$ cat src/sv/plen_pkg.sv
// ----------------------------------------------------------------------------
// plen_pkg: shared types, codes and microprogram for the positional list engine
// Holds the request and result item types, the control word layout and the
// read-only microprogram that the sequencer steps through.
// ----------------------------------------------------------------------------
package plen_pkg;

    localparam int CAPACITY   = 256;
    localparam int ITEM_WIDTH = 32;
    localparam int ADDR_W     = $clog2(CAPACITY);
    localparam int CNT_W      = $clog2(CAPACITY + 1);
    localparam int UPC_W      = 4;

    // Operation codes.
    localparam logic [1:0] OP_RETRIEVE = 2'd0;
    localparam logic [1:0] OP_INSERT   = 2'd1;
    localparam logic [1:0] OP_REMOVE   = 2'd2;
    localparam logic [1:0] OP_CLEAR    = 2'd3;

    // Status codes.
    localparam logic [1:0] ST_OK    = 2'd0;
    localparam logic [1:0] ST_RANGE = 2'd1;
    localparam logic [1:0] ST_FULL  = 2'd2;

    // Microprogram addresses.
    localparam logic [UPC_W-1:0] UA_IDLE      = 4'd0;
    localparam logic [UPC_W-1:0] UA_DISPATCH  = 4'd1;
    localparam logic [UPC_W-1:0] UA_RETR      = 4'd2;
    localparam logic [UPC_W-1:0] UA_INS_A     = 4'd3;
    localparam logic [UPC_W-1:0] UA_INS_B     = 4'd4;
    localparam logic [UPC_W-1:0] UA_INS_C     = 4'd5;
    localparam logic [UPC_W-1:0] UA_REM_A     = 4'd6;
    localparam logic [UPC_W-1:0] UA_REM_B     = 4'd7;
    localparam logic [UPC_W-1:0] UA_REM_C     = 4'd8;
    localparam logic [UPC_W-1:0] UA_CLR       = 4'd9;
    localparam logic [UPC_W-1:0] UA_RESP_ZERO = 4'd10;
    localparam logic [UPC_W-1:0] UA_RESP_READ = 4'd11;

    // Read address select.
    localparam logic [1:0] RD_NONE  = 2'd0;
    localparam logic [1:0] RD_POSM1 = 2'd1;
    localparam logic [1:0] RD_PNM1  = 2'd2;
    localparam logic [1:0] RD_PN    = 2'd3;

    // Write select.
    localparam logic [1:0] WR_NONE  = 2'd0;
    localparam logic [1:0] WR_PTR   = 2'd1;
    localparam logic [1:0] WR_PTRM1 = 2'd2;
    localparam logic [1:0] WR_ITEM  = 2'd3;

    // Pointer operation.
    localparam logic [2:0] P_HOLD = 3'd0;
    localparam logic [2:0] P_CNT  = 3'd1;
    localparam logic [2:0] P_POS  = 3'd2;
    localparam logic [2:0] P_INC  = 3'd3;
    localparam logic [2:0] P_DEC  = 3'd4;

    // Count operation.
    localparam logic [1:0] C_HOLD = 2'd0;
    localparam logic [1:0] C_INC  = 2'd1;
    localparam logic [1:0] C_DEC  = 2'd2;
    localparam logic [1:0] C_CLR  = 2'd3;

    // Sequencing.
    localparam logic [2:0] SQ_WAIT     = 3'd0;
    localparam logic [2:0] SQ_GOTO     = 3'd1;
    localparam logic [2:0] SQ_DISPATCH = 3'd2;
    localparam logic [2:0] SQ_IF_POSM1 = 3'd3;
    localparam logic [2:0] SQ_IF_CNT   = 3'd4;

    // Result emission.
    localparam logic [1:0] EM_NONE = 2'd0;
    localparam logic [1:0] EM_ZERO = 2'd1;
    localparam logic [1:0] EM_READ = 2'd2;

    typedef struct packed {
        logic [1:0]  operation;
        logic [8:0]  position;
        logic [31:0] item_value;
    } request_t;

    typedef struct packed {
        logic [1:0]  status;
        logic [31:0] read_value;
        logic [8:0]  list_length;
    } result_t;

    typedef struct packed {
        logic [1:0]       rd_sel;
        logic [1:0]       wr_sel;
        logic [2:0]       ptr_op;
        logic [1:0]       cnt_op;
        logic [2:0]       seq;
        logic [1:0]       emit;
        logic [UPC_W-1:0] target;
        logic [UPC_W-1:0] alt;
    } ctrl_t;

    typedef struct packed {
        logic             pn_eq_posm1;
        logic             pn_eq_cnt;
        logic [UPC_W-1:0] disp_target;
    } flags_t;

    // The microprogram. Conditional steps go to target when the test holds
    // and to alt otherwise.
    function automatic ctrl_t ucode_word(input logic [UPC_W-1:0] upc);
        ctrl_t w;
        w        = '0;
        w.rd_sel = RD_NONE;
        w.wr_sel = WR_NONE;
        w.ptr_op = P_HOLD;
        w.cnt_op = C_HOLD;
        w.seq    = SQ_GOTO;
        w.emit   = EM_NONE;
        w.target = UA_IDLE;
        w.alt    = UA_IDLE;
        case (upc)
            UA_IDLE: begin
                w.seq    = SQ_WAIT;
                w.target = UA_DISPATCH;
            end
            UA_DISPATCH: begin
                w.seq = SQ_DISPATCH;
            end
            UA_RETR: begin
                w.rd_sel = RD_POSM1;
                w.target = UA_RESP_READ;
            end
            UA_INS_A: begin
                w.ptr_op = P_CNT;
                w.rd_sel = RD_PNM1;
                w.seq    = SQ_IF_POSM1;
                w.target = UA_INS_C;
                w.alt    = UA_INS_B;
            end
            UA_INS_B: begin
                w.wr_sel = WR_PTR;
                w.ptr_op = P_DEC;
                w.rd_sel = RD_PNM1;
                w.seq    = SQ_IF_POSM1;
                w.target = UA_INS_C;
                w.alt    = UA_INS_B;
            end
            UA_INS_C: begin
                w.wr_sel = WR_ITEM;
                w.cnt_op = C_INC;
                w.target = UA_RESP_ZERO;
            end
            UA_REM_A: begin
                w.ptr_op = P_POS;
                w.rd_sel = RD_PN;
                w.seq    = SQ_IF_CNT;
                w.target = UA_REM_C;
                w.alt    = UA_REM_B;
            end
            UA_REM_B: begin
                w.wr_sel = WR_PTRM1;
                w.ptr_op = P_INC;
                w.rd_sel = RD_PN;
                w.seq    = SQ_IF_CNT;
                w.target = UA_REM_C;
                w.alt    = UA_REM_B;
            end
            UA_REM_C: begin
                w.cnt_op = C_DEC;
                w.target = UA_RESP_ZERO;
            end
            UA_CLR: begin
                w.cnt_op = C_CLR;
                w.target = UA_RESP_ZERO;
            end
            UA_RESP_ZERO: begin
                w.emit = EM_ZERO;
            end
            UA_RESP_READ: begin
                w.emit = EM_READ;
            end
            default: begin
                w.target = UA_IDLE;
            end
        endcase
        return w;
    endfunction

endpackage

$ cat src/sv/plen_sequencer.sv
// ----------------------------------------------------------------------------
// plen_sequencer: microprogram counter and next-address logic
// Fetches the control word for the current step and picks the next step from
// the jump field and the datapath condition flags.
// ----------------------------------------------------------------------------
module plen_sequencer (
    input  logic             clk,
    input  logic             rst_n,
    input  logic             accept,
    input  plen_pkg::flags_t flags,
    output plen_pkg::ctrl_t  ctrl,
    output logic             busy
);

    logic [plen_pkg::UPC_W-1:0] upc_reg;
    logic [plen_pkg::UPC_W-1:0] upc_next;

    assign ctrl = plen_pkg::ucode_word(upc_reg);
    assign busy = (upc_reg != plen_pkg::UA_IDLE);

    always_comb
    begin
        unique case (ctrl.seq)
            plen_pkg::SQ_WAIT:     upc_next = accept ? ctrl.target : upc_reg;
            plen_pkg::SQ_GOTO:     upc_next = ctrl.target;
            plen_pkg::SQ_DISPATCH: upc_next = flags.disp_target;
            plen_pkg::SQ_IF_POSM1: upc_next = flags.pn_eq_posm1 ? ctrl.target : ctrl.alt;
            plen_pkg::SQ_IF_CNT:   upc_next = flags.pn_eq_cnt ? ctrl.target : ctrl.alt;
            default:               upc_next = plen_pkg::UA_IDLE;
        endcase
    end

    always_ff @(posedge clk or negedge rst_n)
    begin
        if (!rst_n)
        begin
            upc_reg <= plen_pkg::UA_IDLE;
        end
        else
        begin
            upc_reg <= upc_next;
        end
    end

endmodule

$ cat config.mk
export PLATFORM = sky130hd
export DESIGN_NAME = plen_sequencer
export DESIGN_NICKNAME = d
export VERILOG_FILES = /design/src/sv/plen_pkg.sv /design/src/sv/plen_sequencer.sv
export SDC_FILE = /design/constraint.sdc
export NUM_CORES = 1
export LEC_CHECK = 0
export BUFFER_PORTS_ARGS = -buffer_cell sky130_fd_sc_hd__buf_4
export CAP_MARGIN = 20
export CORE_AREA = 2 2 39 41
export CTS_BUF_LIST = sky130_fd_sc_hd__clkbuf_4
export CTS_CLUSTER_DIAMETER = 40
export CTS_CLUSTER_SIZE = 14
export DETAILED_ROUTE_END_ITERATION = 8
export DIE_AREA = 0 0 41 43
export PLACE_DENSITY_LB_ADDON = 0.2
export REMOVE_ABC_BUFFERS = 1
export SYNTH_ARGS = -nofsm -noshare
export SYNTH_HDL_FRONTEND = slang
export SYNTH_SLANG_ARGS = --single-unit
$ cat constraint.sdc
create_clock -name clk -period 1.4 [get_ports clk]
set_input_delay 0 -clock clk [delete_from_list [all_inputs] [get_ports clk]]
set_output_delay 0 -clock clk [all_outputs]
set_load 0.02 [all_outputs]
# Word level (Yosys, flattened, before mapping)
# Index checks and enable logic that the tools add are counted.
# classes
n_reduce_logical	6
mux	12
div	0
bitwise_logic	0
multipliers	0
eq_ne	16
n_lt_le_gt_ge	0
shifts	0
n_addsub	0
# op_table
cell	n
$pmux 4 s5	2
$pmux 3 s4	2
$pmux 2 s3	3
$eq 4x3->1 const B	4
$eq 4x4->1 const B	4
$mux 4	3
$eq 4x2->1 const B	2
$eq 3x2->1 const B	2
$pmux 3 s2	1
$eq 4x1->1 const B	1
$logic_not 4->1	1
$pmux 2 s2	1
$reduce_bool 4->1	1
$reduce_or 2->1	2
$eq 3x1->1 const B	1
$eq 3x3->1 const B	1
$logic_not 3->1	1
$reduce_or 3->1	1
$ne 2x2->1 const B	1
# totals
memories	0
latch_bits	0
regBits	4
ram_bits	0
in_bits	9
mem_bits_ro	0

# Depth between registers and ports, before layout
# Gate-level depths: netlist of the first run.
# depth
depth_word	5
ltp_mapped	6
mapped_depth_nobuf	3

# Worst setup path after synthesis of the first run
# No wires, ideal clock.
# synth_path
kind	flip-flop to output port
start	reg upc_reg[1] (netlist bit)
end	out ctrl[20] (netlist bit)
setup_slack_ns	0.110
arrival_time_ns	1.290
n_path_buf	3
required_time_ns	1.400
stages_incl_launch_ff	5
path_cell_list	dfrtp_1 -> buf_2 -> buf_6 -> buf_4 -> nor3b_1
# synth_rtl
element	line	source
start, declared	plen_sequencer.sv:15	logic [plen_pkg::UPC_W-1:0] upc_reg;
start signal, assigned	plen_sequencer.sv:37	upc_reg <= plen_pkg::UA_IDLE;
start signal, assigned	plen_sequencer.sv:41	upc_reg <= upc_next;
end, declared	plen_sequencer.sv:11	output plen_pkg::ctrl_t ctrl,

# Worst setup path in the final report of the first run
# layout_path
start	reg upc_reg[2] (netlist bit)
end	out busy
# layout_between
elab_chain_cells	1
# layout_rtl
element	line	source
$reduce_bool 4->1	plen_sequencer.sv:19	assign busy = (upc_reg != plen_pkg::UA_IDLE);
end, declared	plen_sequencer.sv:12	output logic busy
# Every way passes these cells.

==> results.sh, run 1 <==
export IMPL_status="finished, violations left"
export IMPL_violations="negative setup slack"
export IMPL_async_flop_share=1.00
export IMPL_seq_area_frac_synth=0.182
export IMPL_numCtsBuffers=3
export IMPL_ios=32
export IMPL_grt_overflow=0
export IMPL_fin_crit_sh=1.01
export IMPL_dieHeight_um=43
export IMPL_grt_pass1_wl_mm=2.03
export IMPL_hold_viol_final=0
export IMPL_final_cell_area_um2=928
export IMPL_critPathMostFrequentCell="buf_6"
export IMPL_drc_errors=0
export IMPL_area_growth_pct=68.6
export IMPL_cts_sinks=4
export IMPL_cp_num_buf_inv=2
export IMPL_nets=125
export IMPL_drtAntennaViolNets=0
export IMPL_yosysMostFrequentCell="a21oi_1"
export IMPL_htreeDepth=1
export IMPL_cp_startpoint="upc_reg[2]"
export IMPL_drv_slew=0
export IMPL_ys_types=31
export IMPL_port_buffers=30
export IMPL_syn_area_um2=551
export IMPL_grt_max_degree=11
export IMPL_root_buffer="clkbuf_4"
export IMPL_cp_slowest_cell="dfrtp_2"
export IMPL_die_w_um=41
export IMPL_grtUsageTotal=0.160
export IMPL_n_antenna_cell=0
export IMPL_dr_pass1_iters=4
export IMPL_vdd_drop_max_uv=2210
export IMPL_postPlaceCellArea_um2=773
export IMPL_skew_ps=3.77
export IMPL_max_stage_delay_ps=460
export IMPL_start_util=0.398
export IMPL_grt_pass1_vias=490
export IMPL_clockBufferDepth=2
export IMPL_hpwl_um=955
export IMPL_drive_gt1_frac=0.579
export IMPL_gp_congestion=0.768
export IMPL_drt_wl_total_mm=1.47
export IMPL_hold_start="flags[4]"
export IMPL_synth_area_top_cells="dfrtp_1 (18%), nand2b_1 (10%), a21oi_1 (9.1%)"
export IMPL_powerDensity_nw_per_um2=2900
export IMPL_max_freq_mhz=708
export IMPL_path_clk_slew_ps=40
export IMPL_layout_cells_non_filler=130
export IMPL_dp_cells=118
export IMPL_synthTopCellsByCount="a21oi_1 (10), nand2b_1 (9), nor2_1 (8)"
export IMPL_ys_seq_elements=4
export IMPL_synth_flop_cell="dfrtp_1"
export IMPL_setup_slack_ps=-11.8
export IMPL_wire_per_inst_um=11.3
export IMPL_cp_max_fo=7
export IMPL_reg2reg_from="upc_reg[0]"
export IMPL_initialDrtViolationCount=16
export IMPL_critical_path_top_delay_family="flip-flops"
export IMPL_antenna_found_initial=0
export IMPL_cap_violations=0
export IMPL_vias=659
export IMPL_core_um2=1380
export IMPL_synth_edf_count=0
export IMPL_p_leak_nw=0.468
export IMPL_critPathKind="reg -> out"
export IMPL_startpoint_type="flip-flop"
export IMPL_yosysWarnings=0
export IMPL_cp_arrival_ps=1410
export IMPL_setup_viol=1
export IMPL_synth_top_area_frac=0.182
export IMPL_syn_area_per_cell_um2=7.34
export IMPL_timing_final_crit_period_ps=1410
export IMPL_cts_tree="built"
export IMPL_rsz0062_at_grt="yes"
export IMPL_synth_top_cell_by_area="dfrtp_1"
export IMPL_dieArea_um2=1760
export IMPL_cp_end_kind="output port"
export IMPL_worstHoldPathType="in -> reg"
export IMPL_largest_reg_flops=4
export IMPL_netlist_instances=75
export IMPL_critPathRequiredTime_ps=1400
export IMPL_path_cells="buf_6 > or4_4 > buf_6"
export IMPL_row_count=14
export IMPL_clk_latency_ps=240
export IMPL_avgViaCountPerCell=5.07
## area by class of cell
class | count | area, µm²
well taps | 16 | 20.0
inverters | 2 | 7.51
flip-flops and latches | 4 | 105
repair buffers | 47 | 374
fillers | 117 | 455
clock buffers | 3 | 22.5
multi-input cells | 58 | 399
## layer usage
metal,part of all wire,track usage,up-vias
met4,0.012,0.0600,0
met2,0.48,0.225,24
met3,0.065,0.0209,2
met5,0,0,-
li1,-,-,328
met1,0.44,0.241,305
## path summary, 6_finish.rpt
path	to	slack (ps)	depth (start not counted)
hold reg to reg	upc_reg[2]	620	2
hold / removal	upc_reg[2]	70	4
max in group asynchronous	upc_reg[2]	1190	2
setup reg to reg	upc_reg[0]	130	5
min in group asynchronous	upc_reg[0]	100	2
setup / recovery	busy	-10	3
## metrics by stage
step                setup TNS [ps]  power (mW)  hold WS, ps  setup WS (ps)   util
floorplan                        0        1.38         -296           26.6      -
detailed placement               0        2.14         -200           91.1  0.559
global route                  -397        2.87          105          -73.2  0.671
finish                       -11.8        2.69         65.2          -11.8  0.671
global placement                 0        2.13         -204            133  0.559
CTS                              0        2.53         67.2           10.7  0.637
## cells by family (layout without fill, tap and decap cells)
| group | after synthesis | after routing | synth area share |
|---|---|---|---|
| AND/OR/NAND/NOR | 36 | 36 | 0.370 |
| AO/OA/AOI/OAI | 20 | 20 | 0.261 |
| buffers and inverters | 13 | 52 | 0.164 |
| flip-flops | 4 | 4 | 0.182 |
| other | 1 | 1 | 0.00681 |
| XOR/XNOR | 1 | 1 | 0.0159 |
## tightest hold or removal path: stages
cell and delay (ps):
buf_4 90, nand2_1 40, nand3b_1 70, a21oi_1 60
## where the power goes
part | switching (mW) | total [mW] | internal (mW)
combinational | 1.10 | 2.23 | 1.13
clock | 0.0508 | 0.147 | 0.0961
sequential | 0.126 | 0.316 | 0.189
total | 1.27 | 2.69 | 1.42
## repair_timing
item	CTS	global route
resized for setup	9	8
setup endpoints to repair	17	11
buffers inserted	6	2
pin swaps	0	1
hold buffers	1	0
endpoints found under the hold margin	4	0
## placed cells by master, fill, tap and decap left out, types with 3 or more instances in the layout
master and instances:
dfrtp_2 4, nand2b_1 7, clkbuf_4 3, buf_4 41
nor2b_1 3, buf_6 5, a21oi_2 3, a21oi_1 7
nand2_1 5, nor2_1 8
(Power assumes the default switching activity.)
==> run 2, diff against run 1 <==
- ABC_AREA: default -> 1
==> run 2 against run 1 <==
  * The run now ends clean
  * Global-route usage down 1.7 points
  * Final cell count is 6.2% lower
  * Non-clock buffer count fell by 9
  * Wire length is 19% lower
  * Register-to-register slack gained 50 ps
  * Worst hold slack got worse by 54 ps
  * Highest routed layer is now met3
==> results.sh, run 2 <==
export IMPL_status="finished clean"
export IMPL_drtAntennaViolNets=0
export IMPL_clockBufferDepth=2
export IMPL_skew_ps=2.58
export IMPL_cp_max_fo=4
export IMPL_vdd_drop_max_uv=1020
export IMPL_synth_top_area_frac=0.239
export IMPL_grt_pass1_wl_mm=1.66
export IMPL_area_growth_pct=78.8
export IMPL_critPathRequiredTime_ps=1400
export IMPL_r2r_end="upc_reg[3]"
export IMPL_critPathKind="reg -> out"
export IMPL_ys_seq_elements=4
export IMPL_yosysWarnings=0
export IMPL_ys_types=18
export IMPL_syn_area_um2=419
export IMPL_row_count=14
export IMPL_rsz0062_at_grt="yes"
export IMPL_dr_pass1_iters=2
export IMPL_hold_viol_final=0
export IMPL_pre_cts_ws_ps=146
export IMPL_synthTopCellsByCount="nand2_1 (18), nor2_1 (11), inv_1 (6)"
export IMPL_cts_sinks=4
export IMPL_vias=517
export IMPL_ios=32
export IMPL_htreeDepth=1
export IMPL_seq_area_frac_synth=0.239
export IMPL_async_flop_share=1.00
export IMPL_cp_end_kind="output port"
export IMPL_synth_edf_count=0
export IMPL_path_cells="inv_2 > nor2_2 > inv_2 > o22ai_2 > nor2_2 > inv_1 > buf_6"
export IMPL_startpoint_type="flip-flop"
export IMPL_r2r_cells=7
export IMPL_path_clk_slew_ps=30
export IMPL_syn_area_per_cell_um2=6.07
export IMPL_initialDrtViolationCount=2
export IMPL_port_buffers=30
export IMPL_cp_startpoint="upc_reg[0]"
export IMPL_drive_gt1_frac=0.528
export IMPL_setup_slack_ps=41.0
export IMPL_drt_wl_total_mm=1.19
export IMPL_fin_crit_sh=0.971
export IMPL_grt_overflow=0
export IMPL_avgViaCountPerCell=4.24
export IMPL_fin_setup_tns_ps=0
export IMPL_drc_errors=0
export IMPL_start_util=0.303
export IMPL_grt_max_degree=9
export IMPL_grtUsageTotal=0.143
export IMPL_cp_arrival_ps=1360
export IMPL_timing_final_crit_period_ps=1360
export IMPL_setup_viol=0
export IMPL_n_antenna_cell=0
export IMPL_cts_tree="built"
export IMPL_layout_cells_most_common="buf_4"
export IMPL_synth_top_cell_by_area="dfrtp_1"
export IMPL_hpwl_um=889
export IMPL_drv_slew=0
export IMPL_crit_end="ctrl[5]"
export IMPL_core_um2=1380
export IMPL_max_stage_delay_ps=410
export IMPL_netlist_instances=69
export IMPL_grt_pass1_vias=440
export IMPL_synth_flop_cell="dfrtp_1"
export IMPL_largest_reg_flops=4
export IMPL_p_leak_nw=0.445
export IMPL_powerDensity_nw_per_um2=2690
export IMPL_gp_congestion=0.694
export IMPL_worstHoldPathType="in -> reg"
export IMPL_reg2reg_from="upc_reg[0]"
export IMPL_root_buffer="clkbuf_4"
export IMPL_max_freq_mhz=736
export IMPL_cap_violations=0
export IMPL_r2r_setup_slack_ps=180
export IMPL_wire_per_inst_um=9.75
export IMPL_layout_common_cells="buf_4 (32), nand2_1 (16), nor2_1 (11)"
export IMPL_nets=117
export IMPL_synth_area_top_cells="dfrtp_1 (24%), nand2_1 (16%), nor2_1 (9.9%)"
export IMPL_die_w_um=41
export IMPL_numCtsBuffers=3
export IMPL_dieHeight_um=43
export IMPL_dieArea_um2=1760
export IMPL_clk_latency_ps=230
export IMPL_antenna_found_initial=0
export IMPL_yosysMostFrequentCell="nand2_1"
export IMPL_cp_slowest_cell="dfrtp_1"
-- run 2: changes by cell type in the layout (fill, tap and decap cells not counted), sizes merged, moves of 3 or more --
cell	before	now
nor2b	3	0
a21oi	10	1
nand2	5	21
o21ai	1	4
dlygate4sd3	1	4
nand2b	10	0
inv	2	11
nor2	8	17
buf	46	34
nand3	0	3
-- run 2: repair_timing --
action,CTS,global route
hold buffers,4,0
gates resized for setup,2,7
hold endpoints to repair,7,0
endpoints found under the setup margin,3,5
pin swaps,0,1
buffers inserted,2,2
-- run 2: final cells by class --
class	instances	area (µm²)
Inverter	11	41.3
Clock buffer	3	22.5
Timing Repair Buffer	38	303
Multi-Input combinational cell	50	260
Tap cell	16	20.0
Sequential cell	4	103
Fill cell	146	634
-- run 2: cell families after synthesis --
family | share of synthesized area
flops | 0.239
compound gates | 0.0925
buf+inv | 0.179
other cells | 0.00895
simple gates | 0.481
-- run 2: worst min-delay path by stage --
stage,cells past startpoint,endpoint,startpoint
5_1_grt,3,upc_reg[0],accept
3_3_place_gp,1,upc_reg[2],rst_n
3_5_place_dp,1,upc_reg[3],rst_n
2_1_floorplan,0,upc_reg[0],rst_n
4_1_cts,3,upc_reg[0],accept
6_report,3,upc_reg[0],accept
-- run 2: critical path, delay by kind of cell, from the launching register on --
family          cells  cell delay [ps]
flops               1              410
simple gates        2              210
compound gates      1               90
buf+inv             4              420
-- run 2: power by group --
| part | switching [mW] | internal, mW |
|---|---|---|
| clock network | 0.0412 | 0.0955 |
| logic | 0.932 | 0.667 |
| registers | 0.0983 | 0.178 |
| total | 1.07 | 0.941 |
-- run 2: layer usage --
layer  vias up  routed length [µm]  GRT usage
li1        278                   -          -
met1       225                 478      0.150
met2        14                 641      0.234
met3         0                  69     0.0314
met4         0                   0      0.100
met5         -                   0          0
-- run 2: stage by stage --
stage           util  total power, mW  cell area [µm²]  hold WS [ps]  instances
2_1_floorplan      -             1.13              385          -296         65
3_3_place_gp   0.456             1.66              631          -203        111
3_5_place_dp   0.456             1.67              631          -200        111
4_1_cts        0.514             1.88              711          3.47        120
5_1_grt        0.542             2.16              749          30.6        122
6_report       0.542             2.01              749          11.1        122
==> run 3, diff against run 2 <==
- clock period: 1.4 -> 1.2 ns (I/O delays scaled with it)
==> run 3 against run 2 <==
  * The run now ends with negative setup slack left
  * Power up 47%
  * Register-to-register slack worse by 330 ps
  * Die area unchanged
==> results.sh, run 3 (synthesized netlist as in run 2, its figures left out) <==
export IMPL_cp_end_kind="output port"
export IMPL_row_count=14
export IMPL_reg2reg_from="upc_reg[0]"
export IMPL_gp_congestion=0.718
export IMPL_cp_startpoint="upc_reg[0]"
export IMPL_critPathRequiredTime_ps=1200
export IMPL_area_growth_pct=125
export IMPL_fin_crit_sh=1.14
export IMPL_path_clk_slew_ps=40
export IMPL_violations="negative setup slack"
export IMPL_grtUsageTotal=0.182
export IMPL_r2r_end="upc_reg[3]"
export IMPL_nets=132
export IMPL_startpoint_type="flip-flop"
export IMPL_max_stage_delay_ps=430
export IMPL_powerDensity_nw_per_um2=3130
export IMPL_grt_max_degree=7
export IMPL_pre_cts_ws_ps=-38.3
export IMPL_htreeDepth=1
export IMPL_clk_latency_ps=240
export IMPL_clock_power_share=0.058
export IMPL_worstHoldPathType="in -> reg"
export IMPL_vdd_drop_max_uv=1520
export IMPL_p_switching_mw=1.46
export IMPL_timing_final_crit_period_ps=1370
export IMPL_grt_pass1_wl_mm=2.15
export IMPL_initialDrtViolationCount=6
export IMPL_p_leak_nw=0.525
export IMPL_fin_setup_tns_ps=-1720
export IMPL_layout_cells_most_common="buf_4"
export IMPL_antenna_found_initial=0
export IMPL_setup_slack_ps=-174
export IMPL_hold_viol_final=0
export IMPL_hold_slack_ps=2.48
export IMPL_combPwrFrac=0.829
export IMPL_cts_sinks=4
export IMPL_cp_slowest_cell="dfrtp_1"
export IMPL_clockBufferDepth=2
export IMPL_start_util=0.303
export IMPL_n_antenna_cell=0
export IMPL_drtAntennaViolNets=0
export IMPL_grt_pass1_vias=552
export IMPL_ios=32
export IMPL_seq_power_share=0.113
export IMPL_cp_max_fo=4
export IMPL_status="finished, violations left"
export IMPL_fillers=125
export IMPL_p_sw_frac=0.494
export IMPL_grt_overflow=0
export IMPL_port_buffers=30
export IMPL_setup_viol=24
export IMPL_drv_slew=0
export IMPL_seq_area_um2=103
export IMPL_dr_pass1_iters=4
export IMPL_cap_violations=0
export IMPL_intPower_mw=1.50
export IMPL_wire_per_inst_um=11.6
export IMPL_layout_common_cells="buf_4 (33), nand2_1 (17), buf_6 (16)"
export IMPL_root_buffer="clkbuf_4"
export IMPL_dp_cells=118
export IMPL_path_cells="inv_2 > nand2_1 > nor2_2 > nor2_2 > nand2_1 > buf_6"
export IMPL_vias=596
export IMPL_core_um2=1380
export IMPL_drive_gt1_frac=0.661
export IMPL_drt_wl_total_mm=1.60
export IMPL_final_util=0.683
export IMPL_multi_input_comb_area_um2=288
export IMPL_numCtsBuffers=3
export IMPL_cp_arrival_ps=1370
export IMPL_drc_errors=0
export IMPL_r2r_setup_slack_ps=-150
export IMPL_dieArea_um2=1760
export IMPL_rsz0062_at_grt="yes"
export IMPL_layout_cells_non_filler=137
export IMPL_die_w_um=41
export IMPL_avgViaCountPerCell=4.35
export IMPL_max_freq_mhz=728
export IMPL_dieHeight_um=43
export IMPL_skew_ps=6.07
export IMPL_r2r_cells=7
export IMPL_hpwl_um=953
export IMPL_crit_end="ctrl[7]"
export IMPL_critPathKind="reg -> out"
export IMPL_largest_reg_flops=4
export IMPL_cts_tree="built"
[run 3: cell types whose count changed in the layout (fill, tap and decap cells not counted), moves of 2 or more]
cell     delta
nor2_1      -2
o21ai_0     -2
inv_1       -3
o21ai_2     +3
inv_2       +2
buf_6      +14
[run 3: power by group through the flow]
stage | sequential, mW | clock [mW] | combinational (mW)
6_report | 0.334 | 0.172 | 2.45
5_1_grt | 0.344 | 0.187 | 2.60
4_1_cts | 0.320 | 0.175 | 2.17
3_5_place_dp | 0.320 | 0 | 1.75
3_3_place_gp | 0.314 | 0 | 1.75
2_1_floorplan | 0.304 | 0 | 1.02
[run 3: layer usage]
metal | up-vias | GRT usage | wire, µm
li1 | 312 | - | -
met1 | 270 | 0.185 | 599
met2 | 14 | 0.328 | 946
met3 | 0 | 0.00524 | 48
met4 | 0 | 0.120 | 0
met5 | - | 0 | 0
[run 3: critical path: cells and delay by family (launching register included)]
family        cells  cell delay, ps
simple gates      4             470
flops             1             430
buf+inv           2             230
[run 3: worst min-delay path by stage]
stage | start | to | slack (ps) | cells past startpoint
2_1_floorplan | rst_n | upc_reg[0] | -300 | 0
3_3_place_gp | rst_n | upc_reg[2] | -200 | 1
3_5_place_dp | rst_n | upc_reg[0] | -200 | 1
4_1_cts | accept | upc_reg[0] | 5 | 3
5_1_grt | accept | upc_reg[0] | 40 | 3
6_report | accept | upc_reg[0] | 2 | 3
[run 3: final cells by class]
| class | instances | share of cell area |
|---|---|---|
| tap | 16 | 0.0212 |
| inverter | 11 | 0.0464 |
| sequential | 4 | 0.109 |
| clock buffer | 3 | 0.0238 |
| multi-input combinational | 50 | 0.305 |
| timing repair buffer | 53 | 0.495 |
[run 3: repair_timing]
item | 4_1_cts | 5_1_grt
pin swaps | 2 | 7
hold buffers | 4 | 0
gates cloned | 0 | 0
gates resized for setup | 29 | 9
setup buffers | 7 | 5
setup endpoints to repair | 21 | 25
endpoints found under the hold margin | 7 | 0
[run 3: per-stage QoR]
step                total power [mW]  area, µm²
detailed placement              2.07        683
global route                    3.13        945
global placement                2.06        683
finish                          2.96        945
floorplan                       1.32        385
CTS                             2.66        873
